$ cat config.mk
export PLATFORM = sky130hd
export DESIGN_NAME = ccctx_queue
export DESIGN_NICKNAME = d
export VERILOG_FILES = /design/src/hw/rtl/ccctx_pkg.sv /design/src/hw/rtl/ccctx_queue.sv
export SDC_FILE = /design/constraint.sdc
export NUM_CORES = 1
export LEC_CHECK = 0
export BUFFER_PORTS_ARGS = -buffer_cell sky130_fd_sc_hd__buf_4
export CORE_MARGIN = 2
export CORE_UTILIZATION = 46
export CTS_CLUSTER_SIZE = 40
export DETAILED_ROUTE_END_ITERATION = 8
export PLACE_DENSITY = 0.81
export REMOVE_ABC_BUFFERS = 1
export SETUP_SLACK_MARGIN = 0.02
export SLEW_MARGIN = 20
export SYNTH_ARGS = -nofsm -noshare
export SYNTH_HDL_FRONTEND = slang
export SYNTH_SLANG_ARGS = --single-unit
$ cat constraint.sdc
create_clock -name clock -period 1.5 [get_ports clock]
set_input_delay 0.3 -clock clock [delete_from_list [all_inputs] [get_ports clock]]
set_output_delay 0.3 -clock clock [all_outputs]
set_load 0.01 [all_outputs]
$ cat src/hw/rtl/ccctx_pkg.sv
// shared types and constants of the cavlc coefficient count context block
// no dependencies

package ccctx_pkg;

   localparam int unsigned MB_W = 10;
   localparam int unsigned BLK_W = 4;
   localparam int unsigned VAL_W = 5;
   localparam int unsigned CSR_W = 6;
   localparam int unsigned CSR_IDX_W = 1;
   localparam logic [CSR_W-1:0] CSR_SIZE_RESET = 6'd32;
   localparam int unsigned LUMA_BLKS = 16;
   localparam int unsigned CHROMA_BLKS = 4;
   localparam int unsigned QUEUE_DEPTH = 2;

   typedef enum logic [1:0] {
      OP_WRITE     = 2'd0,
      OP_QUERY     = 2'd1,
      OP_QCLEAR    = 2'd2,
      OP_CLEAR_ALL = 2'd3
   } op_type;

   typedef enum logic [1:0] {
      PLANE_LUMA = 2'd0,
      PLANE_CB   = 2'd1,
      PLANE_CR   = 2'd2,
      PLANE_NONE = 2'd3
   } plane_type;

   typedef enum logic [CSR_IDX_W-1:0] {
      CSR_WIDTH_MBS  = 1'b0,
      CSR_HEIGHT_MBS = 1'b1
   } csr_index_type;

   typedef enum logic [2:0] {
      CMD_WRITE,
      CMD_QUERY,
      CMD_QZERO,
      CMD_QCLEAR,
      CMD_CLEAR_ALL
   } cmd_kind_type;

   typedef struct packed {
      cmd_kind_type     kind;
      plane_type        plane;
      logic [MB_W-1:0]  mb;
      logic [BLK_W-1:0] blk;
      logic [VAL_W-1:0] count;
   } cmd_type;

   typedef enum logic [3:0] {
      ST_INIT,
      ST_IDLE,
      ST_DIV,
      ST_MUL,
      ST_IDX,
      ST_WR,
      ST_QCLR,
      ST_RDL,
      ST_RDU,
      ST_CALC,
      ST_SWEEP
   } back_state_type;

endpackage

$ cat src/hw/rtl/ccctx_queue.sv
// command queue between front end and back end
// depends on ccctx_pkg

module ccctx_queue (
   input  logic               clock,
   input  logic               reset,
   input  logic               in_valid,
   output logic               in_ready,
   input  ccctx_pkg::cmd_type in_data,
   output logic               out_valid,
   input  logic               out_ready,
   output ccctx_pkg::cmd_type out_data
);

   import ccctx_pkg::*;

   localparam int unsigned PTR_W = $clog2(QUEUE_DEPTH);
   localparam int unsigned FILL_W = $clog2(QUEUE_DEPTH + 1);

   cmd_type          entry_ff [QUEUE_DEPTH];
   cmd_type          entry_in [QUEUE_DEPTH];
   logic [PTR_W-1:0] wr_ptr_ff, wr_ptr_in;
   logic [PTR_W-1:0] rd_ptr_ff, rd_ptr_in;
   logic [FILL_W-1:0] fill_ff, fill_in;
   logic             push, pop;

   assign in_ready = fill_ff != FILL_W'(QUEUE_DEPTH);
   assign out_valid = fill_ff != '0;
   assign out_data = entry_ff[rd_ptr_ff];
   assign push = in_valid && in_ready;
   assign pop = out_valid && out_ready;

   always_comb begin
      entry_in = entry_ff;
      if (push) begin
         entry_in[wr_ptr_ff] = in_data;
      end
      wr_ptr_in = push ? wr_ptr_ff + PTR_W'(1) : wr_ptr_ff;
      rd_ptr_in = pop ? rd_ptr_ff + PTR_W'(1) : rd_ptr_ff;
      fill_in = fill_ff + FILL_W'(push) - FILL_W'(pop);
   end

   always_ff @(posedge clock) begin
      if (reset) begin
         wr_ptr_ff <= '0;
         rd_ptr_ff <= '0;
         fill_ff <= '0;
      end else begin
         wr_ptr_ff <= wr_ptr_in;
         rd_ptr_ff <= rd_ptr_in;
         fill_ff <= fill_in;
      end
      entry_ff <= entry_in;
   end

endmodule

Word level (Yosys, flattened, before mapping) --
Index checks and enable logic that the tools add are counted.
Storage, ports and cells: register bits after elaboration 52, output and inout bits 26
Operators by class: $add $sub $neg 4, order comparisons 3, eq/ne operators 1, mux-type cells 6, bitwise logic cells 2, reductions and logical operators 4
Operator list (count):
- $mux 24 | 4
- $bwmux 48 | 1
- $demux 24 s1 | 1
- $ge 2x2->1 const B | 2
- $not 1->2 | 2
- $logic_and 1x1->1 | 3
- $add 1x1->1 const B | 2
- $add 2x1->2 | 1
- $lt 2x1->1 const B | 1
- $ne 2x2->1 const B | 1
- $reduce_bool 2->1 | 1
- $sub 2x1->2 | 1

Longest topological paths before layout --
Gate-level depths: netlist (run 1).
depth after elaboration 6, mapped depth 6, gate-level depth less buffers 6

Worst setup path before layout (run 1) --
Ideal clock, no wire load.
path type register to register, start point reg fill_ff[0], end point reg entry_ff[0] (netlist name), enable pin, library setup time 0.383 ns, arrival 1.309 ns, data required time 1.117 ns, slack -0.191 ns, cell stages (with the launch flop) 3, period minus slack after synthesis 1.691 ns, path through dfxtp_1 nand2b_1 and3_1
Between the ends: word-level cells in the longest chain between the ends 2
RTL lines:
- start: declaration | RTL line ccctx_queue.sv:24 | logic [FILL_W-1:0] fill_ff, fill_in;
- start signal: assignment | RTL line ccctx_queue.sv:51 | fill_ff <= fill_in;
- $ne 2x2->1 | RTL line ccctx_queue.sv:27 | assign in_ready = fill_ff != FILL_W'(QUEUE_DEPTH);
- via in_ready | RTL line ccctx_queue.sv:8 | output logic in_ready,
- $logic_and 1x1->1 | RTL line ccctx_queue.sv:30 | assign push = in_valid && in_ready;
- end signal: assignment | RTL line ccctx_queue.sv:53 | entry_ff <= entry_in;
- end: declaration | RTL line ccctx_queue.sv:20 | cmd_type entry_ff [QUEUE_DEPTH];
The timed path passes the listed nets, and every way through them passes these cells. A chain may end at the register's enable or synchronous reset.

==> results of run 1 <==
## final timing paths
check	to	depth (start not counted)	slack (ns)	startpoint
worst min-delay path	entry_ff[46]	1	0.18	in_data[22]
worst max-delay path	out_data[3]	3	-0.11	rd_ptr_ff
worst max register to register	fill_ff[1]	6	0.07	fill_ff[1]
worst min register to register	wr_ptr_ff	2	0.56	wr_ptr_ff
## what timing repair did
item | in CTS | in global routing
setup endpoints to repair | 26 | 26
buffers inserted | 0 | 1
pin swaps | 0 | 1
gates resized for setup | 6 | 2
## per-layer routing
layer,track usage,routed length [um]
met4,0.0588,65
met5,0,0
met1,0.179,1390
met2,0.264,1830
met3,0.0654,262
## final cells by class
| type | count | area [um2] |
|---|---|---|
| clock inverter | 2 | 12.5 |
| inverter | 1 | 3.75 |
| clock buffer | 5 | 68.8 |
| fill | 306 | 1440 |
| timing repair buffer | 62 | 510 |
| multi-input combinational | 46 | 430 |
| sequential | 52 | 1530 |
| tap | 50 | 62.6 |
## cell usage after synthesis, types with 2 or more instances
library cell	instances	area, um2
edfxtp_1	48	1440
mux2_2	24	270
dfxtp_1	4	80.1
nor2_1	4	15.0
buf_2	3	15.0
nor2b_1	2	12.5
o21ai_0	2	10.0
## per-stage QoR
stage               hold WS (ns)  instances   util  instance area (um2)  worst slack, ns
finish                     0.176        218  0.644                 2610           -0.110
global route               0.154        218  0.644                 2610           -0.158
CTS                        0.167        217  0.641                 2600           -0.135
detailed placement         0.488        210  0.617                 2500           -0.138
global placement           0.486        210  0.617                 2500          -0.0244
floorplan                  0.369         99      -                 1950           -0.191
## sequential cells by signal, indices dropped and copies added, names as in the netlist
register / count
rd_ptr_ff: 1
fill_ff: 2
wr_ptr_ff: 1
entry_ff: 48
## kinds of logic (layout without fill, tap and decap cells)
family | after synthesis | after routing | synth area share
xor gates and xnor gates | 1 | 1 | 0.00447
DFF | 52 | 52 | 0.776
AOI/OAI and AO/OA | 7 | 7 | 0.0262
and+or+nand+nor | 12 | 12 | 0.0338
buffers and inverters | 4 | 70 | 0.00957
adders and majority gates | 1 | 1 | 0.00638
muxes | 25 | 25 | 0.144
## cells in the final DEF, fill, tap and decap left out, drive strengths merged, types with 2 or more instances in the layout
cell    count
dfxtp       4
edfxtp     48
nor2b       2
o21ai       2
buf        62
nor2        4
a21bo       2
mux2       25
clkbuf      5
## power by group through the flow
stage                     logic, W  registers, W  clock network, W
final                      0.00107       0.00184          0.000737
after global routing       0.00115       0.00185          0.000837
after CTS                  0.00106       0.00183          0.000766
after detailed placement   0.00103       0.00186                 0
after global placement     0.00100       0.00184                 0
after floorplan           0.000462       0.00189                 0
## worst reg2reg max path, cell delays in order, from the launching register on
cell      delay, ns
dfxtp_2        0.37
nor2b_1        0.07
a211oi_2       0.18
nor2_1         0.08
ha_2           0.18
and2b_1        0.15
mux2_1         0.29
==> flow_summary.ini, run 1 <==
[worst_setup_path]
cp_max_fo = 18
cp.required_ns = 1.20
cp_slowest_cell = dfxtp_2
crit_arrival_ns = 1.31
crit_type = reg2out
critPathTopFamily = flip-flops
start_kind = flop
slowest_delay_ns = 0.36
cp_cell_sequence = buf_12 -> mux2_2 -> buf_4
end_kind = primary output
crit_buf_inv = 2

[floorplan]
core_um2 = 4060
start_util = 0.483
die_h_um = 69.3
num_rows = 23
die_w_um = 69.3
die_area_um2 = 4800
io_pins = 54

[power]
power_switching_w = 0.000943
ir_drop_uv = 676
totalPowerFinal_w = 0.00364
p_per_area_nw_per_um2 = 1390
p_int_w = 0.00270
pwr-share-seq = 0.504
power_leakage_nw = 1.00
power_frac_clock = 0.202
swShare = 0.259
combinationalPowerShare = 0.294

[cts]
cts_tree = built
cts-root-buf = clkbuf_8
clk-insertion-delay-late_ns = 0.30
h-tree-depth = 2
cts.sinks = 52
holdBufCountCts = 0
cts_made_buffers = 5
clock_path_buffers = 2
path_clk_slew_ns = 0.09

[timing]
finalCritPeriodShare = 1.07
rsz0062_at_grt = true
fmax_mhz = 621
min_period_ns = 1.61
tightest_slew_ns = 0.242
setup_violations = 24
tns_ns = -2.34
finalClockSkew_ns = 0.00570
hold_violations = 0
layout_setup_ws_ns = -0.110
relSlewSlack = 0.839
slew_violations = 0

[global_routing]
grt_pass1_wl_um = 5730
grt_usage = 0.157
first_global_vias = 1171
grt_max_degree = 19
antenna_found_initial = 0
grt_overflow = 0

[route]
drcViolationCount = 0
num_vias = 1106
drt_iter0_drc = 82
ant_nets = 0
wirelength_um = 3550
wl_per_cell_um = 16.3
first_pass_iters = 4
vias_per_cell = 5.07

[synth]
synth-main-ff-cell = edfxtp_1
avgSynthCellArea_um2 = 19.2
syn-cell-area_um2 = 1960
yosys_warnings = 0
synth_cell_types = 22
syn_inst = 102
ys_async_sr_fraction = 0
ys_ff_latch = 52
synth_edf_count = 48
yosysSeqAreaShare = 0.776

[final_layout]
diodes = 0
drive_gt1_frac = 0.595
nets = 197
area_delta_synth_final_pct = 33.3

[place]
port-buffer-count = 53
place_congestion = 0.708
hpwlAfterDp_um = 2540

[hold_path]
hp-class = in2reg

[outcome]
violations = setup timing
status = complete, but fails checks

[run]
drv_cap = 0
(Power assumes the default switching activity.)
==> run 2: changes to the inputs <==
==> constraint.sdc (replaced) <==
create_clock -name clock -period 1.3 [get_ports clock]
set_input_delay 0.26 -clock clock [delete_from_list [all_inputs] [get_ports clock]]
set_output_delay 0.26 -clock clock [all_outputs]
set_load 0.01 [all_outputs]
==> flow_summary.ini, run 2 (synthesized netlist as in run 1, its figures left out) <==
[power]
combinationalPowerShare = 0.368
ir_drop_uv = 1080
p_int_w = 0.00354
swShare = 0.261
p_per_area_nw_per_um2 = 1630
power_switching_w = 0.00125
power_frac_clock = 0.181
pwr-share-seq = 0.451
power_leakage_nw = 1.17

[cts]
cts.sinks = 52
holdBufCountCts = 0
cts-root-buf = clkbuf_8
clock_path_buffers = 2
cts_tree = built
clk-insertion-delay-late_ns = 0.29
h-tree-depth = 2
path_clk_slew_ns = 0.09
cts_made_buffers = 5

[hold_path]
hold_start = in_data[12]
hp-class = in2reg

[timing]
hold_violations = 0
layout_setup_ws_ns = -0.274
min_period_ns = 1.57
tns_ns = -6.44
relSlewSlack = 0.850
fmax_mhz = 635
finalCritPeriodShare = 1.21
tightest_slew_ns = 0.222
finalClockSkew_ns = 0.00479
rsz0062_at_grt = true
slew_violations = 0
setup_violations = 26

[global_routing]
grt_pass1_wl_um = 5800
grt_overflow = 0
grt_max_degree = 19
grt_usage = 0.158
antenna_found_initial = 0
first_global_vias = 1191

[outcome]
violations = setup timing
status = complete, but fails checks

[place]
hpwlAfterDp_um = 2550
dp_slack_ns = -0.314
dp.cells = 212
place_congestion = 0.709
port-buffer-count = 53

[worst_setup_path]
start_kind = flop
slowest_delay_ns = 0.43
cp.required_ns = 1.04
crit_type = reg2out
cp_slowest_cell = dfxtp_4
worstReg2RegStart = fill_ff[1]
cp-startpoint = rd_ptr_ff
cp_cell_sequence = clkbuf_16 -> mux2_4 -> buf_6
end_kind = primary output
crit_arrival_ns = 1.31
cp_max_fo = 5

[final_layout]
area_delta_synth_final_pct = 50.0
final_cell_mix = edfxtp_1 (48), buf_4 (32), buf_6 (31)
reg_top3 = entry_ff x48, fill_ff x2
diodes = 0
layout_commonest_cell = edfxtp_1
finalNonFillerCells = 226
final_util = 0.725
drive_gt1_frac = 0.636
nets = 204
largest_register_ffs = 48
regMostFlops = entry_ff

[route]
drt_iter0_drc = 130
wl_per_cell_um = 17.6
num_vias = 1145
wirelength_um = 3970
ant_nets = 0
first_pass_iters = 4
drcViolationCount = 0
vias_per_cell = 5.07

[floorplan]
num_rows = 23
io_pins = 54
die_w_um = 69.3
die_area_um2 = 4800
start_util = 0.483
core_um2 = 4060
die_h_um = 69.3

[run]
drv_cap = 0
## run 2: cell count changes in the layout (fill, tap and decap cells not counted), sizes merged
cell | before | now
buf | 62 | 67
clkbuf | 5 | 7
clkinvlp | 1 | 2
## run 2: critical path, delay by kind of cell (launching register included)
kind                   cells  cell delay [ns]
buffers and inverters      2             0.29
flip-flops                 1             0.43
multiplexers               1             0.30
## run 2: per-layer routing
layer	global-route usage	wire length, um
met5	0	0
met4	0.0501	68
met3	0.0523	219
met2	0.285	2120
met1	0.174	1570
## run 2: worst paths after layout
path	endpoint	slack, ns	depth (start not counted)
hold reg to reg	wr_ptr_ff	0.63	2
hold / removal	entry_ff[36]	0.15	1
setup / recovery	out_data[2]	-0.27	3
setup reg to reg	fill_ff[1]	-0.16	6
## run 2: layout make-up
type	instances	area [um2]
Sequential cell	52	1530
Fill cell	262	1120
Timing Repair Buffer	69	714
Multi-Input combinational cell	46	539
Clock buffer	5	68.8
Tap cell	50	62.6
Clock inverter	3	18.8
Inverter	1	3.75
## run 2: repair_timing
| item | in CTS | in global routing |
|---|---|---|
| gates resized for setup | 16 | 55 |
| setup endpoints to repair | 76 | 52 |
| pin swaps | 3 | 0 |
| hold endpoints to repair | 0 | 0 |
| setup buffers | 3 | 0 |
| cloned | 0 | 3 |
## run 2: per-stage QoR
| step | cell area [um2] | hold slack, ns | total power (W) |
|---|---|---|---|
| final | 2940 | 0.146 | 0.00479 |
| after floorplan | 1950 | 0.329 | 0.00271 |
| after detailed placement | 2520 | 0.448 | 0.00336 |
| after CTS | 2680 | 0.136 | 0.00435 |
| after global routing | 2940 | 0.129 | 0.00500 |
| after global placement | 2520 | 0.446 | 0.00330 |
## run 2: power groups by stage
| stage | Combinational, W | Sequential (W) | Clock, W |
|---|---|---|---|
| floorplan | 0.000533 | 0.00218 | 0 |
| global placement | 0.00118 | 0.00212 | 0 |
| detailed placement | 0.00122 | 0.00214 | 0 |
| CTS | 0.00133 | 0.00212 | 0.000897 |
| global route | 0.00186 | 0.00218 | 0.000963 |
| finish | 0.00176 | 0.00216 | 0.000864 |
==> run 3: changes to the inputs <==
--- a/config.mk
+++ b/config.mk
@@ -7,11 +7,10 @@
 export LEC_CHECK = 0
 export BUFFER_PORTS_ARGS = -buffer_cell sky130_fd_sc_hd__buf_4
 export CORE_MARGIN = 2
-export CORE_UTILIZATION = 46
+export CORE_UTILIZATION = 31
 export CTS_CLUSTER_SIZE = 40
 export DETAILED_ROUTE_END_ITERATION = 8
-export PLACE_DENSITY = 0.81
-export REMOVE_ABC_BUFFERS = 1
+export PLACE_DENSITY = 0.61
 export SETUP_SLACK_MARGIN = 0.02
 export SLEW_MARGIN = 20
 export SYNTH_ARGS = -nofsm -noshare
==> flow_summary.ini, run 3 (synthesized netlist as in run 1, its figures left out) <==
[hold_path]
hp-class = in2reg

[final_layout]
largest_register_ffs = 48
nets = 209
drive_gt1_frac = 0.641
layout_commonest_cell = edfxtp_1
final_area_um2 = 3110
finalNonFillerCells = 256
reg_top3 = entry_ff x48, fill_ff x2
final_util = 0.517
diodes = 0
regMostFlops = entry_ff
area_delta_synth_final_pct = 58.8
final_cell_mix = edfxtp_1 (48), buf_6 (34), buf_4 (31)

[floorplan]
die_area_um2 = 6980
start_util = 0.325
num_rows = 28
die_h_um = 83.5
die_w_um = 83.5
io_pins = 54
core_um2 = 6030

[timing]
finalCritPeriodShare = 1.23
finalClockSkew_ns = 0.00545
relSlewSlack = 0.842
fmax_mhz = 623
hold_violations = 0
layout_setup_ws_ns = -0.304
tns_ns = -8.35
rsz0062_at_grt = true
min_period_ns = 1.60
slew_violations = 0
tightest_slew_ns = 0.237
setup_violations = 66

[route]
drcViolationCount = 0
wirelength_um = 4150
vias_per_cell = 4.46
num_vias = 1143
drt_iter0_drc = 61
ant_nets = 0
wl_per_cell_um = 16.2
first_pass_iters = 4

[worst_setup_path]
crit_buf_inv = 2
start_kind = flop
cp.required_ns = 1.04
cp_cell_sequence = clkbuf_16 -> mux2_4 -> buf_6
critPathTopFamily = flip-flops
cp_slowest_cell = dfxtp_4
end_kind = primary output
crit_type = reg2out
slowest_delay_ns = 0.44
crit_arrival_ns = 1.34
cp_max_fo = 5

[power]
ir_drop_uv = 818
power_switching_w = 0.00129
swShare = 0.243
p_per_area_nw_per_um2 = 1700
power_leakage_nw = 1.24
pwr-share-seq = 0.405
combinationalPowerShare = 0.350
p_int_w = 0.00401
power_frac_clock = 0.245
totalPowerFinal_w = 0.00530

[global_routing]
grt_overflow = 0
first_global_vias = 1237
grt_usage = 0.113
grt_pass1_wl_um = 6080
grt_max_degree = 21
antenna_found_initial = 0

[place]
placed_cell_area_um2 = 2580
hpwlAfterDp_um = 2540
port-buffer-count = 53
dp.cells = 238
place_congestion = 0.730

[cts]
path_clk_slew_ns = 0.09
cts-root-buf = clkbuf_8
clock_path_buffers = 2
cts_made_buffers = 5
cts.sinks = 52
clk-insertion-delay-late_ns = 0.30
h-tree-depth = 2
cts_tree = built

[outcome]
violations = setup timing
status = complete, but fails checks

[synth]
syn_nets = 131

[run]
drv_cap = 0
## run 3: repair_timing
item | 4_1_cts | 5_1_grt
pin swaps | 4 | 3
setup endpoints to repair | 51 | 75
resized for setup | 14 | 52
endpoints found under the hold margin | 0 | 0
setup buffers | 6 | 0
cloned | 1 | 5
hold buffers | 0 | 0
## run 3: cell type report
cell class,instances,area [um2]
repair buffers,74,813
clock buffers,5,68.8
inverters,1,7.51
clock inverters,3,68.8
flip-flops and latches,52,1530
fillers,523,2910
multi-input cells,46,532
well taps,75,93.8
## run 3: final timing paths
check	start	to	slack (ns)	cells past startpoint
worst min register to register	wr_ptr_ff	wr_ptr_ff	0.61	2
worst max register to register	fill_ff[1]	fill_ff[1]	-0.07	6
worst min-delay path	in_data[8]	entry_ff[32]	0.14	1
worst max-delay path	rd_ptr_ff	out_data[8]	-0.30	3
## run 3: layer usage
| metal | global-route usage | routed length, um | vias up |
|---|---|---|---|
| li1 | - | - | 551 |
| met1 | 0.129 | 1720 | 549 |
| met2 | 0.199 | 2150 | 41 |
| met3 | 0.0455 | 272 | 2 |
| met4 | 0.0308 | 8 | 0 |
| met5 | 0 | 0 | - |
## run 3: per-stage QoR
step	hold WS (ns)	worst slack, ns
global route	0.115	-0.360
detailed placement	0.448	-0.219
global placement	0.445	-0.138
finish	0.140	-0.304
CTS	0.125	-0.320
floorplan	0.329	-0.0736
## run 3: power groups by stage
stage / logic [W] / clock network, W / registers, W
floorplan: 0.000643 / 0 / 0.00213
global placement: 0.00122 / 0 / 0.00213
detailed placement: 0.00126 / 0 / 0.00215
CTS: 0.00145 / 0.00134 / 0.00211
global route: 0.00198 / 0.00142 / 0.00217
finish: 0.00186 / 0.00130 / 0.00215
