==> config.mk <==
export PLATFORM = sky130hd
export DESIGN_NAME = ccctx_front
export DESIGN_NICKNAME = d
export VERILOG_FILES = /design/src/hw/rtl/ccctx_pkg.sv /design/src/hw/rtl/ccctx_front.sv
export SDC_FILE = /design/constraint.sdc
export NUM_CORES = 1
export LEC_CHECK = 0
export ABC_AREA = 0
export BUFFER_PORTS_ARGS = -buffer_cell sky130_fd_sc_hd__buf_2
export CORE_MARGIN = 2
export CORE_UTILIZATION = 35
export CTS_CLUSTER_DIAMETER = 80
export DETAILED_ROUTE_END_ITERATION = 10
export PLACE_DENSITY = 0.67
export SYNTH_ARGS = -nofsm -noshare
export SYNTH_HDL_FRONTEND = slang
export SYNTH_SLANG_ARGS = --single-unit
export TNS_END_PERCENT = 50
==> constraint.sdc <==
create_clock -name clock -period 3.3 [get_ports clock]
set_input_delay 0.165 -clock clock [delete_from_list [all_inputs] [get_ports clock]]
set_output_delay 0.165 -clock clock [all_outputs]
set_load 0.005 [all_outputs]
==> src/hw/rtl/ccctx_pkg.sv <==
// shared types and constants of the cavlc coefficient count context block
// no dependencies

package ccctx_pkg;

   localparam int unsigned MB_W = 10;
   localparam int unsigned BLK_W = 4;
   localparam int unsigned VAL_W = 5;
   localparam int unsigned CSR_W = 6;
   localparam int unsigned CSR_IDX_W = 1;
   localparam logic [CSR_W-1:0] CSR_SIZE_RESET = 6'd32;
   localparam int unsigned LUMA_BLKS = 16;
   localparam int unsigned CHROMA_BLKS = 4;
   localparam int unsigned QUEUE_DEPTH = 2;

   typedef enum logic [1:0] {
      OP_WRITE     = 2'd0,
      OP_QUERY     = 2'd1,
      OP_QCLEAR    = 2'd2,
      OP_CLEAR_ALL = 2'd3
   } op_type;

   typedef enum logic [1:0] {
      PLANE_LUMA = 2'd0,
      PLANE_CB   = 2'd1,
      PLANE_CR   = 2'd2,
      PLANE_NONE = 2'd3
   } plane_type;

   typedef enum logic [CSR_IDX_W-1:0] {
      CSR_WIDTH_MBS  = 1'b0,
      CSR_HEIGHT_MBS = 1'b1
   } csr_index_type;

   typedef enum logic [2:0] {
      CMD_WRITE,
      CMD_QUERY,
      CMD_QZERO,
      CMD_QCLEAR,
      CMD_CLEAR_ALL
   } cmd_kind_type;

   typedef struct packed {
      cmd_kind_type     kind;
      plane_type        plane;
      logic [MB_W-1:0]  mb;
      logic [BLK_W-1:0] blk;
      logic [VAL_W-1:0] count;
   } cmd_type;

   typedef enum logic [3:0] {
      ST_INIT,
      ST_IDLE,
      ST_DIV,
      ST_MUL,
      ST_IDX,
      ST_WR,
      ST_QCLR,
      ST_RDL,
      ST_RDU,
      ST_CALC,
      ST_SWEEP
   } back_state_type;

endpackage

==> src/hw/rtl/ccctx_front.sv <==
// front end: accepts request transfers, classifies them into commands
// depends on ccctx_pkg

module ccctx_front (
   input  logic                         clock,
   input  logic                         reset,
   input  logic                         enable,
   input  logic                         req_valid,
   output logic                         req_ready,
   input  logic [1:0]                   req_operation,
   input  logic [1:0]                   req_plane,
   input  logic                         req_dc_kind,
   input  logic [ccctx_pkg::MB_W-1:0]   req_mb_addr,
   input  logic [ccctx_pkg::BLK_W-1:0]  req_block_idx,
   input  logic [1:0]                   req_quadrant,
   input  logic [ccctx_pkg::VAL_W-1:0]  req_coeff_count,
   output logic                         cmd_valid,
   input  logic                         cmd_ready,
   output ccctx_pkg::cmd_type           cmd_data
);

   import ccctx_pkg::*;

   logic    valid_ff, valid_in;
   cmd_type cmd_ff, cmd_in;
   cmd_type cls;
   logic    keep;
   logic    accept;

   assign req_ready = enable && (!valid_ff || cmd_ready);
   assign accept = req_valid && req_ready;

   always_comb begin
      keep = 1'b1;
      cls.kind = CMD_WRITE;
      cls.plane = plane_type'(req_plane);
      cls.mb = req_mb_addr;
      cls.blk = req_block_idx;
      cls.count = req_coeff_count;
      unique case (op_type'(req_operation))
         OP_WRITE: begin
            cls.kind = CMD_WRITE;
            keep = !req_dc_kind && (cls.plane != PLANE_NONE);
         end
         OP_QUERY: begin
            cls.kind = (cls.plane == PLANE_NONE) ? CMD_QZERO : CMD_QUERY;
         end
         OP_QCLEAR: begin
            cls.kind = CMD_QCLEAR;
            cls.plane = PLANE_LUMA;
            cls.blk = {req_quadrant[1], 1'b0, req_quadrant[0], 1'b0};
            keep = !req_dc_kind;
         end
         OP_CLEAR_ALL: begin
            cls.kind = CMD_CLEAR_ALL;
         end
      endcase
   end

   always_comb begin
      valid_in = (valid_ff && !cmd_ready) || (accept && keep);
      cmd_in = (accept && keep) ? cls : cmd_ff;
   end

   always_ff @(posedge clock) begin
      if (reset) begin
         valid_ff <= 1'b0;
      end else begin
         valid_ff <= valid_in;
      end
      cmd_ff <= cmd_in;
   end

   assign cmd_valid = valid_ff;
   assign cmd_data = cmd_ff;

endmodule

======== After elaboration in Yosys (flattened, before gate mapping) ========
Cells that the tools add are included.
W data, S select, Z words.
operators by class
  reductions and logical operators ........ 11
  equality and inequality tests ........... 5
  multiplexer cells ....................... 4
operators by type and width
  kind                  count
  $pmux W3 S4           1
  $eq A2 B2 Y1 const B  3
  $logic_and A1 B1 Y1   5
  $mux W4               1
  $logic_not A1 Y1      3
  $eq A2 B1 Y1 const B  1
  $logic_not A2 Y1      1
  $logic_or A1 B1 Y1    2
  $mux W2               1
  $ne A2 B2 Y1 const B  1
  $pmux W1 S2           1
word-level totals
  register bits after elaboration ......... 25
  logic and storage cells ................. 27
  output and inout port bits .............. 26
  input bits .............................. 31

======== Logic depth before layout (Yosys ltp) ========
Gate-level depths: netlist of the first run.
  depth in word-level cells ............... 6
  mapped depth ............................ 2

======== Least setup slack after synthesis of the first run ========
No wires, ideal clock.
  path type ............................... register to register
  start point ............................. register valid_ff, in the netlist cmd_valid
  end point ............................... register cmd_ff (netlist bit cmd_data[0]), enable pin
  path buffers ............................ 0
  setup time .............................. 0.428 ns
  data required time ...................... 2.872 ns
  arrival ................................. 2.107 ns
  stages on the path, launching flop included .. 3
  path slack .............................. 0.765 ns
  cell sequence ........................... dfxtp_1 nor2b_1 a2111oi_2
between the ends
  cells in the longest elaborated chain, start to end .. 5
RTL lines
  what                    line               RTL
  start, declared         ccctx_front.sv:24  logic valid_ff, valid_in;
  start signal, assigned  ccctx_front.sv:69  valid_ff <= valid_in;
  $logic_not A1 Y1        ccctx_front.sv:30  assign req_ready = enable && (!valid_ff || cmd_ready);
  $logic_or A1 B1 Y1      ccctx_front.sv:30
  $logic_and A1 B1 Y1     ccctx_front.sv:30
  $logic_and A1 B1 Y1     ccctx_front.sv:31  assign accept = req_valid && req_ready;
  $logic_and A1 B1 Y1     ccctx_front.sv:62  cmd_in = (accept && keep) ? cls : cmd_ff;
  end signal, assigned    ccctx_front.sv:71  cmd_ff <= cmd_in;
  end, declared           ccctx_front.sv:25  cmd_type cmd_ff, cmd_in;
No other way between the ends.
A chain may end at the register's enable or synchronous reset.

======== Worst setup path after layout of the first run ========
  start point ............................. register valid_ff, in the netlist cmd_valid
  end point ............................... register cmd_ff (netlist bit cmd_data[15]), enable pin
Same word-level chain as after synthesis.

==> results.md, run 1 <==
- Total wire length: ~1600 um
- RSZ-0062 raised after global routing: no
- First-pass GRT wire length: between 2000 and 2500 um
- Die width: roughly 56 um
- Vias in the first global route: 562
- VDD IR max: approximately 0.21 mV
- Synth Cell Area: about 930 um2
- DR WL/cell: 11.5 um
- Worst setup SP type: register
- Remaining DRCs: 0
- GRT overflow: 0
- CTS Buffer Depth: 2
- Worst Max-Slew Pin Slew: around 330 ps
- Routed via count: 612
- DP Wirelength: between 1000 and 1500 um
- Port Buffers: 56
- Num rows: 18
- Clock transition at path regs: around 120 ps
- Minimum clock period: between 1000 and 1500 ps
- Routability Congestion: approximately 0.73
- Required time worst endpoint: approximately 3300 ps
- Initial antenna violation count: 0
- TritonCTS Sinks: 25
- Total setup buffers inserted after CTS: 0
- H-tree Lvls: 1
- Max Freq: 0.686 GHz
- Skew-Pair Late Insertion Delay: around 300 ps
- Max transition margin: 0.781
- Final ANT Viol Nets: 0
- Hold/Removal Path Class: input port to register
- Max FO, Critical Path: 24
- TritonCTS Buffers: 3
- Total Routing Usage GR: 0.105
- Initial core utilization: 0.372
- Crit-path cells: nor2b_1 -> a2111oi_4 -> buf_4
- Final Power: 0.551 mW
- Synthesized net count: 79
- Status: finished clean
- Yosys warns: 0
- #FFs+latches synth: 25
- Io pins: 57
- Critical path capture point type: register
- CTS Hold Bufs: 0
- Post-cts repair resize count: 0
- Layout area overhead: 39.1%
- Area of the core: around 0.0025 mm2
- Buffer and inverter count on the worst path: 1
- TritonRoute pass-1 iters: 2
- Post-place instance area: between 0.001 and 0.0015 mm2
- Seq/Total Area, Yosys: 0.796
- Fin Clk Skew: approximately 6.2 ps
- Root Driver: clkbuf_4
- Leakage power: approximately 0.56 nW
- Share of layout cells above drive strength 1: 0.596
- Die Footprint: 0.00309 mm2
- CP max stage cell: buf_4
- Ant diodes: 0
- Largest net degree at the start of global routing: 25
- Post-layout net count: about 140
- Final hold vios: 0
- Avg Inst Size Synth: about 19 um2
- Power Dens Cells: 425 mW/mm2
- Top delay family on crit path: buffers and inverters
- Yosys cell types: 17
- Slew Limit Fails: 0
- Kind of critical path: register to register
- Mapped Cells: 48
- Period utilization: 0.442
- Die height: about 56 um
- Design Area, Final: 0.00129 mm2
- Crit path DAT: around 1500 ps
- Setup violators final: 0
- Routed vias/inst: 4.40
- Final setup TNS: 0 ps
- CTS tree: done
- DR iter-0 viols: 26
- Max incr delay on CP: 340 ps
- Max-capacitance violation count: 0
[logic make-up (layout without fill, tap and decap cells)]
family | count (synthesis) | after routing | share of synthesized area
muxes | 2 | 2 | 0.0323
and+or+nand+nor | 15 | 15 | 0.126
AOI/OAI and AO/OA | 4 | 4 | 0.0376
buffers and inverters | 2 | 63 | 0.00807
DFF | 25 | 25 | 0.796
[worst register-to-register path, stage by stage (launching register included)]
cell and delay [ps]:
dfxtp_1 320, nor2b_1 170, a2111oi_4 310, buf_4 340
[final timing paths]
check / end / from / slack, ps / cells after the start
setup / recovery: cmd_data[15] / cmd_valid / 1840 / 3
hold / removal: cmd_data[13] / req_mb_addr[4] / 30 / 1
setup reg to reg: cmd_data[15] / cmd_valid / 1840 / 3
hold reg to reg: cmd_valid / cmd_valid / 870 / 2
[state kept, by name, indices dropped and copies added, names as in the netlist]
name	count
cmd_data	24
cmd_valid	1
[layer usage]
metal	global-route usage	vias up	share of wire
met5	0	-	0
met2	0.163	40	0.46
met1	0.126	265	0.40
met4	0.0523	0	0.0081
met3	0.0442	2	0.13
li1	-	305	-
[power by group]
group	switching (mW)	internal, mW	leakage, nW
combinational	0.0258	0.0327	0.319
sequential	0.00309	0.364	0.231
clock	0.0781	0.0470	0.0150
[placed cells by master (no fill, tap or decap), types with 2 or more instances in the layout]
cell type / Yosys / routed
nor2b_1: 2 / 2
edfxtp_1: 24 / 24
mux2_4: 2 / 2
and2_1: 5 / 5
clkbuf_4: 0 / 3
inv_1: 2 / 2
buf_2: 0 / 56
and4bb_1: 2 / 2
[area by class of cell]
type / instances / area [um2]
well taps: 30 / 37.5
multi-input cells: 21 / 195
flip-flops and latches: 25 / 741
clock buffers: 4 / 26.3
inverters: 2 / 7.51
repair buffers: 57 / 288
fillers: 214 / 1200
[synthesized netlist by cell type]
master	n	area (um2)
and2_2	1	7.51
nand2b_1	1	6.26
mux2_4	2	30.0
and2_1	5	31.3
nor2b_1	2	12.5
o21ai_1	1	5.00
a2111oi_2	1	15.0
nand2b_4	1	13.8
edfxtp_1	24	721
inv_1	2	7.51
and4bb_1	2	25.0
dfxtp_1	1	20.0
nand2_1	1	3.75
nand3b_1	1	7.51
o21ai_0	1	5.00
and4b_1	1	10.0
a221o_1	1	10.0
[stage by stage]
step	cells	util	hold slack, ps	setup slack (ps)
CTS	139	0.518	17.0	1840
global route	139	0.518	3.06	1760
finish	139	0.518	32.6	1840
global placement	135	0.508	346	1870
floorplan	48	-	264	765
detailed placement	135	0.508	346	1850
Note: power is estimated with default switching activity, not from simulation.
==> inputs of run 2 (changes only) <==
--- a/config.mk
+++ b/config.mk
@@ -11,7 +11,7 @@
 export CORE_UTILIZATION = 35
 export CTS_CLUSTER_DIAMETER = 80
 export DETAILED_ROUTE_END_ITERATION = 10
-export PLACE_DENSITY = 0.67
+export PLACE_DENSITY = 0.7
 export SYNTH_ARGS = -nofsm -noshare
 export SYNTH_HDL_FRONTEND = slang
 export SYNTH_SLANG_ARGS = --single-unit
==> constraint.sdc (replaced) <==
create_clock -name clock -period 1.25 [get_ports clock]
set_input_delay 0.0625 -clock clock [delete_from_list [all_inputs] [get_ports clock]]
set_output_delay 0.0625 -clock clock [all_outputs]
set_load 0.005 [all_outputs]
==> results.md, run 2 (same netlist as run 1, synthesis figures left out) <==
- Final hold vios: 0 (unchanged)
- CTS Buffer Depth: 2 (unchanged)
- Die Footprint: 0.00309 mm2 (unchanged)
- Leakage power: 0.647 nW (+15%)
- Comb pwr share: 0.139 (+0.033)
- First-pass GRT wire length: 3030 um (+23%)
- Final ANT Viol Nets: 0 (unchanged)
- H-tree Lvls: 1 (unchanged)
- Required time worst endpoint: 1260 ps (-2030 ps)
- Commonest non-fill, non-tap cells in the layout: buf_2 (56), edfxtp_1 (24), dlygate4sd3_1 (15), and2_1 (5)
- Final setup TNS: 0 ps (unchanged)
- Post-cts repair resize count: 0 (unchanged)
- Die width: 55.6 um (unchanged)
- Area of the core: 0.00250 mm2 (unchanged)
- Fin Clk Skew: 6.64 ps (+0.406 ps)
- Remaining DRCs: 0 (unchanged)
- Total Routing Usage GR: 0.125 (+0.0192)
- TritonCTS Sinks: 25 (unchanged)
- Setup violators final: 0 (unchanged)
- Minimum clock period: 1230 ps (-223 ps)
- Ant diodes: 0 (unchanged)
- Max Freq: 0.810 GHz (+18%)
- Initial antenna violation count: 0 (unchanged)
- Share of layout cells above drive strength 1: 0.551 (-0.0451)
- Reg power frac: 0.643 (-0.024)
- DR WL/cell: 11.9 um (+2.9%)
- Worst setup SP type: register
- Vias in the first global route: 679 (+21%)
- Max transition margin: 0.781 (about the same)
- Total wire length: 1870 um (+16%)
- Fin Hold WS: 43.7 ps (+11.1 ps)
- Largest net degree at the start of global routing: 25 (unchanged)
- Routability Congestion: 0.682 (-7.0%)
- Num rows: 18 (unchanged)
- Multi-input gate area in the final layout: 203 um2 (+3.8%)
- Worst Max-Slew Pin Slew: 328 ps (+1.05 ps)
- Io pins: 57 (unchanged)
- Fillers: 216 (+0.93%)
- Port Buffers: 56 (unchanged)
- Routed via count: 681 (+11%)
- Clock transition at path regs: 120 ps (about the same)
- Max FO, Critical Path: 24 (unchanged)
- Root Driver: clkbuf_4
- CTS tree: done
- Int Power: 1.21 mW (+170%)
- RSZ-0062 raised after global routing: yes
- Power Dens Cells: 1010 mW/mm2 (+140%)
- Sw Share: 0.194 (about the same)
- Crit path DAT: 1250 ps (-200 ps)
- Status: finished clean
- Initial core utilization: 0.372 (unchanged)
- Skew-Pair Late Insertion Delay: 300 ps (about the same)
- Die height: 55.6 um (unchanged)
- TritonRoute pass-1 iters: 2 (unchanged)
- Kind of critical path: register to register
- Clock share of power: 0.218 (-0.009)
- Slew Limit Fails: 0 (unchanged)
- GRT overflow: 0 (unchanged)
- Post-layout net count: 159 (+13%)
- Register area: 742 um2 (+0.17%)
- Period utilization: 0.987 (+0.546)
- Routed vias/inst: 4.34 (-1.5%)
- Critical path capture point type: register
- Hold/Removal Path Class: input port to register
- Total setup buffers inserted after CTS: 0 (unchanged)
- DR iter-0 viols: 11 (-58%)
- Most common cell after layout, fill and taps aside: buf_2
- Switch Pwr: 0.292 mW (+170%)
- Max-capacitance violation count: 0 (unchanged)
- Layout area overhead: 59.9%
- Largest register FFs: 24 (unchanged)
- TritonCTS Buffers: 3 (unchanged)
- VDD IR max: 0.547 mV (+160%)
==> run 2: cell count changes in the layout (fill, tap and decap cells not counted), sizes merged <==
cell,previous run,this run
dlygate4sd3,0,15
buf,57,60
==> run 2: metal layers <==
metal | GRT usage | part of all wire | vias to the layer above
met3 | 0.0395 | 0.11 | 0
met1 | 0.145 | 0.41 | 296
met4 | 0.0314 | 0 | 0
li1 | - | - | 342
met5 | 0 | 0 | -
met2 | 0.221 | 0.48 | 43
==> run 2: cell type report <==
type,instances,share of cell area
sequential,25,0.498
timing repair buffer,75,0.318
multi-input combinational,21,0.136
tap,30,0.0252
clock buffer,4,0.0176
inverter,2,0.00504
==> run 2: power groups by stage <==
| stage | Combinational [mW] | Clock, mW | Sequential, mW |
|---|---|---|---|
| 6_report | 0.210 | 0.328 | 0.969 |
| 5_1_grt | 0.231 | 0.379 | 0.972 |
| 4_1_cts | 0.212 | 0.348 | 0.969 |
| 3_5_place_dp | 0.176 | 0 | 0.988 |
| 3_3_place_gp | 0.171 | 0 | 0.987 |
| 2_1_floorplan | 0.0566 | 0 | 0.995 |
==> run 2: worst max-delay path, cell delays in order, from the launching register on <==
cell,delay [ps]
dfxtp_2,340
nor2b_4,130
a2111oi_4,250
buf_12,220
==> run 2: repair_timing <==
item,in CTS,in global routing
endpoints found under the hold margin,15,0
setup endpoints to repair,0,24
hold buffers,15,0
==> run 2: path summary, 6_finish.rpt <==
path | from | end | slack (ps) | cells after the start
setup / recovery | cmd_valid | cmd_data[3] | 20 | 3
setup reg to reg | cmd_valid | cmd_data[3] | 20 | 3
hold reg to reg | cmd_valid | cmd_valid | 700 | 2
hold / removal | req_block_idx[2] | cmd_data[7] | 40 | 2
==> run 2: per-stage QoR <==
stage / cell area, um2 / util / power [mW] / cells / worst slack, ps
floorplan: 952 / - / 1.05 / 48 / -477
global placement: 1310 / 0.525 / 1.16 / 138 / -33.2
detailed placement: 1310 / 0.525 / 1.16 / 138 / -68.2
CTS: 1490 / 0.596 / 1.53 / 157 / 14.2
global route: 1490 / 0.596 / 1.58 / 157 / -12.3
finish: 1490 / 0.596 / 1.51 / 157 / 16.0
==> inputs of run 3 (changes only) <==
--- a/config.mk
+++ b/config.mk
@@ -8,10 +8,10 @@
 export ABC_AREA = 0
 export BUFFER_PORTS_ARGS = -buffer_cell sky130_fd_sc_hd__buf_2
 export CORE_MARGIN = 2
-export CORE_UTILIZATION = 35
+export CORE_UTILIZATION = 37
 export CTS_CLUSTER_DIAMETER = 80
 export DETAILED_ROUTE_END_ITERATION = 10
-export PLACE_DENSITY = 0.7
+export PLACE_DENSITY = 0.73
 export SYNTH_ARGS = -nofsm -noshare
 export SYNTH_HDL_FRONTEND = slang
 export SYNTH_SLANG_ARGS = --single-unit
==> results.md, run 3 (same netlist as run 1, synthesis figures left out) <==
- Initial core utilization: 0.383 (+0.0103)
- Post-layout net count: 159 (unchanged)
- Ant diodes: 0 (unchanged)
- Most common cell after layout, fill and taps aside: buf_2
- Max-capacitance violation count: 0 (unchanged)
- Num rows: 18 (unchanged)
- Root Driver: clkbuf_4
- H-tree Lvls: 1 (unchanged)
- Leakage power: 0.647 nW (unchanged)
- Worst setup SP type: register
- Max Freq: 0.818 GHz (+1.0%)
- Max FO, Critical Path: 24 (unchanged)
- DR iter-0 viols: 5 (-6)
- Remaining DRCs: 0 (unchanged)
- Final hold vios: 0 (unchanged)
- DP Worst Slack: -55.7 ps (+12.6 ps)
- Slew Limit Fails: 0 (unchanged)
- CP max stage cell: dfxtp_2
- Die width: 54.2 um (-2.5%)
- Routed via count: 696 (+2.2%)
- TritonCTS Buffers: 3 (unchanged)
- Die height: 54.2 um (-2.5%)
- Reg power frac: 0.638 (-0.005)
- Routed vias/inst: 4.43 (+2.2%)
- Initial antenna violation count: 0 (unchanged)
- Minimum clock period: 1220 ps (-12.2 ps)
- Design Area, Final: 0.00149 mm2 (unchanged)
- TritonRoute pass-1 iters: 5 (+3)
- Skew-Pair Late Insertion Delay: 300 ps (about the same)
- Clock share of power: 0.224 (+0.006)
- Hold/Removal Path Class: input port to register
- Slack of the critical path: 28.1 ps (+12.2 ps)
- Int Power: 1.21 mW (about the same)
- Status: finished clean
- Setup violators final: 0 (unchanged)
- TritonCTS Sinks: 25 (unchanged)
- Total Routing Usage GR: 0.128 (+0.00365)
- CTS tree: done
- Critical path capture point type: register
- Sw Share: 0.200 (+0.00582)
- Switch Pwr: 0.304 mW (+3.8%)
- Largest net degree at the start of global routing: 25 (unchanged)
- Comb pwr share: 0.138 (about the same)
- GRT overflow: 0 (unchanged)
- Period utilization: 0.978 (-0.00973)
- Routability Congestion: 0.702 (+2.9%)
- Fin Clk Skew: 4.11 ps (-2.53 ps)
- Post-place instance area: 0.00131 mm2 (unchanged)
- VDD IR max: 0.581 mV (+6.2%)
- Total wire length: 1920 um (+3.1%)
- Crit path DAT: 1250 ps (about the same)
- First-pass GRT wire length: 2620 um (-13%)
- Largest register FFs: 24 (unchanged)
- Vias in the first global route: 629 (-7.4%)
- Total setup buffers inserted after CTS: 0 (unchanged)
- Max transition margin: 0.786 (+0.00531)
- Worst R2R Path Depth: 3 (unchanged)
- Clock transition at path regs: 120 ps (about the same)
- Power Dens Cells: 1020 mW/mm2 (+0.76%)
- Layout area overhead: 59.9% (unchanged)
- Die Footprint: 0.00293 mm2 (-5.0%)
- Area of the core: 0.00243 mm2 (-2.7%)
- Io pins: 57 (unchanged)
- Cell count of the worst hold path: 2 (unchanged)
- Worst Max-Slew Pin Slew: 320 ps (-7.96 ps)
- Final core utilization: 0.612 (+0.0165)
- Crit-path cells: nor2b_4 -> a2111oi_4 -> buf_12
- Port Buffers: 56 (unchanged)
- Share of layout cells above drive strength 1: 0.551 (unchanged)
- RSZ-0062 raised after global routing: yes
- Final ANT Viol Nets: 0 (unchanged)
- DR WL/cell: 12.3 um (+3.1%)
- Max incr delay on CP: 340 ps (about the same)
- CTS Buffer Depth: 2 (unchanged)
- Fillers: 182 (-16%)
- Kind of critical path: register to register
- Required time worst endpoint: 1280 ps (+20 ps)
- Commonest non-fill, non-tap cells in the layout: buf_2 (56), edfxtp_1 (24), dlygate4sd3_1 (15), and2_1 (5)
run 3: layout make-up:
class                   count  area [um2]  share of cell area
flip-flops and latches     25         742               0.498
repair buffers             75         473               0.318
multi-input cells          21         203               0.136
well taps                  30        37.5              0.0252
clock buffers               4        26.3              0.0176
inverters                   2        7.51             0.00504
run 3: repair_timing:
action	in CTS	in global routing
setup endpoints to repair	0	24
endpoints found under the hold margin	15	0
gates resized for setup	0	0
hold buffers	15	0
run 3: worst paths after layout:
kind | startpoint | slack (ps) | to
setup / recovery | cmd_valid | 30 | cmd_data[10]
hold / removal | req_block_idx[2] | 30 | cmd_data[7]
setup reg to reg | cmd_valid | 30 | cmd_data[10]
hold reg to reg | cmd_valid | 700 | cmd_valid
run 3: power groups by stage:
stage | clock network, mW | registers [mW] | logic, mW
finish | 0.340 | 0.969 | 0.210
global route | 0.378 | 0.972 | 0.233
CTS | 0.351 | 0.970 | 0.211
detailed placement | 0 | 0.989 | 0.175
global placement | 0 | 0.986 | 0.170
floorplan | 0 | 0.995 | 0.0566
run 3: worst max-delay path, delay by kind of cell, from the launching register on:
family / cells / cell delay (ps)
AND/OR/NAND/NOR: 1 / 130
AO/OA/AOI/OAI: 1 / 250
flip-flops: 1 / 340
buffers and inverters: 1 / 220
run 3: per-stage QoR:
| step | cells | power, mW | hold slack (ps) | setup TNS, ps |
|---|---|---|---|---|
| global placement | 138 | 1.16 | 240 | -854 |
| floorplan | 48 | 1.05 | 161 | -11440 |
| finish | 157 | 1.52 | 29.6 | 0 |
| detailed placement | 138 | 1.16 | 242 | -1320 |
| global route | 157 | 1.58 | 26.8 | -223 |
| CTS | 157 | 1.53 | 20.9 | 0 |
run 3: metal layers:
metal / wire length (um) / global-route usage
met1: 739 / 0.137
met2: 971 / 0.233
met3: 193 / 0.0222
met4: 19 / 0.0750
met5: 0 / 0
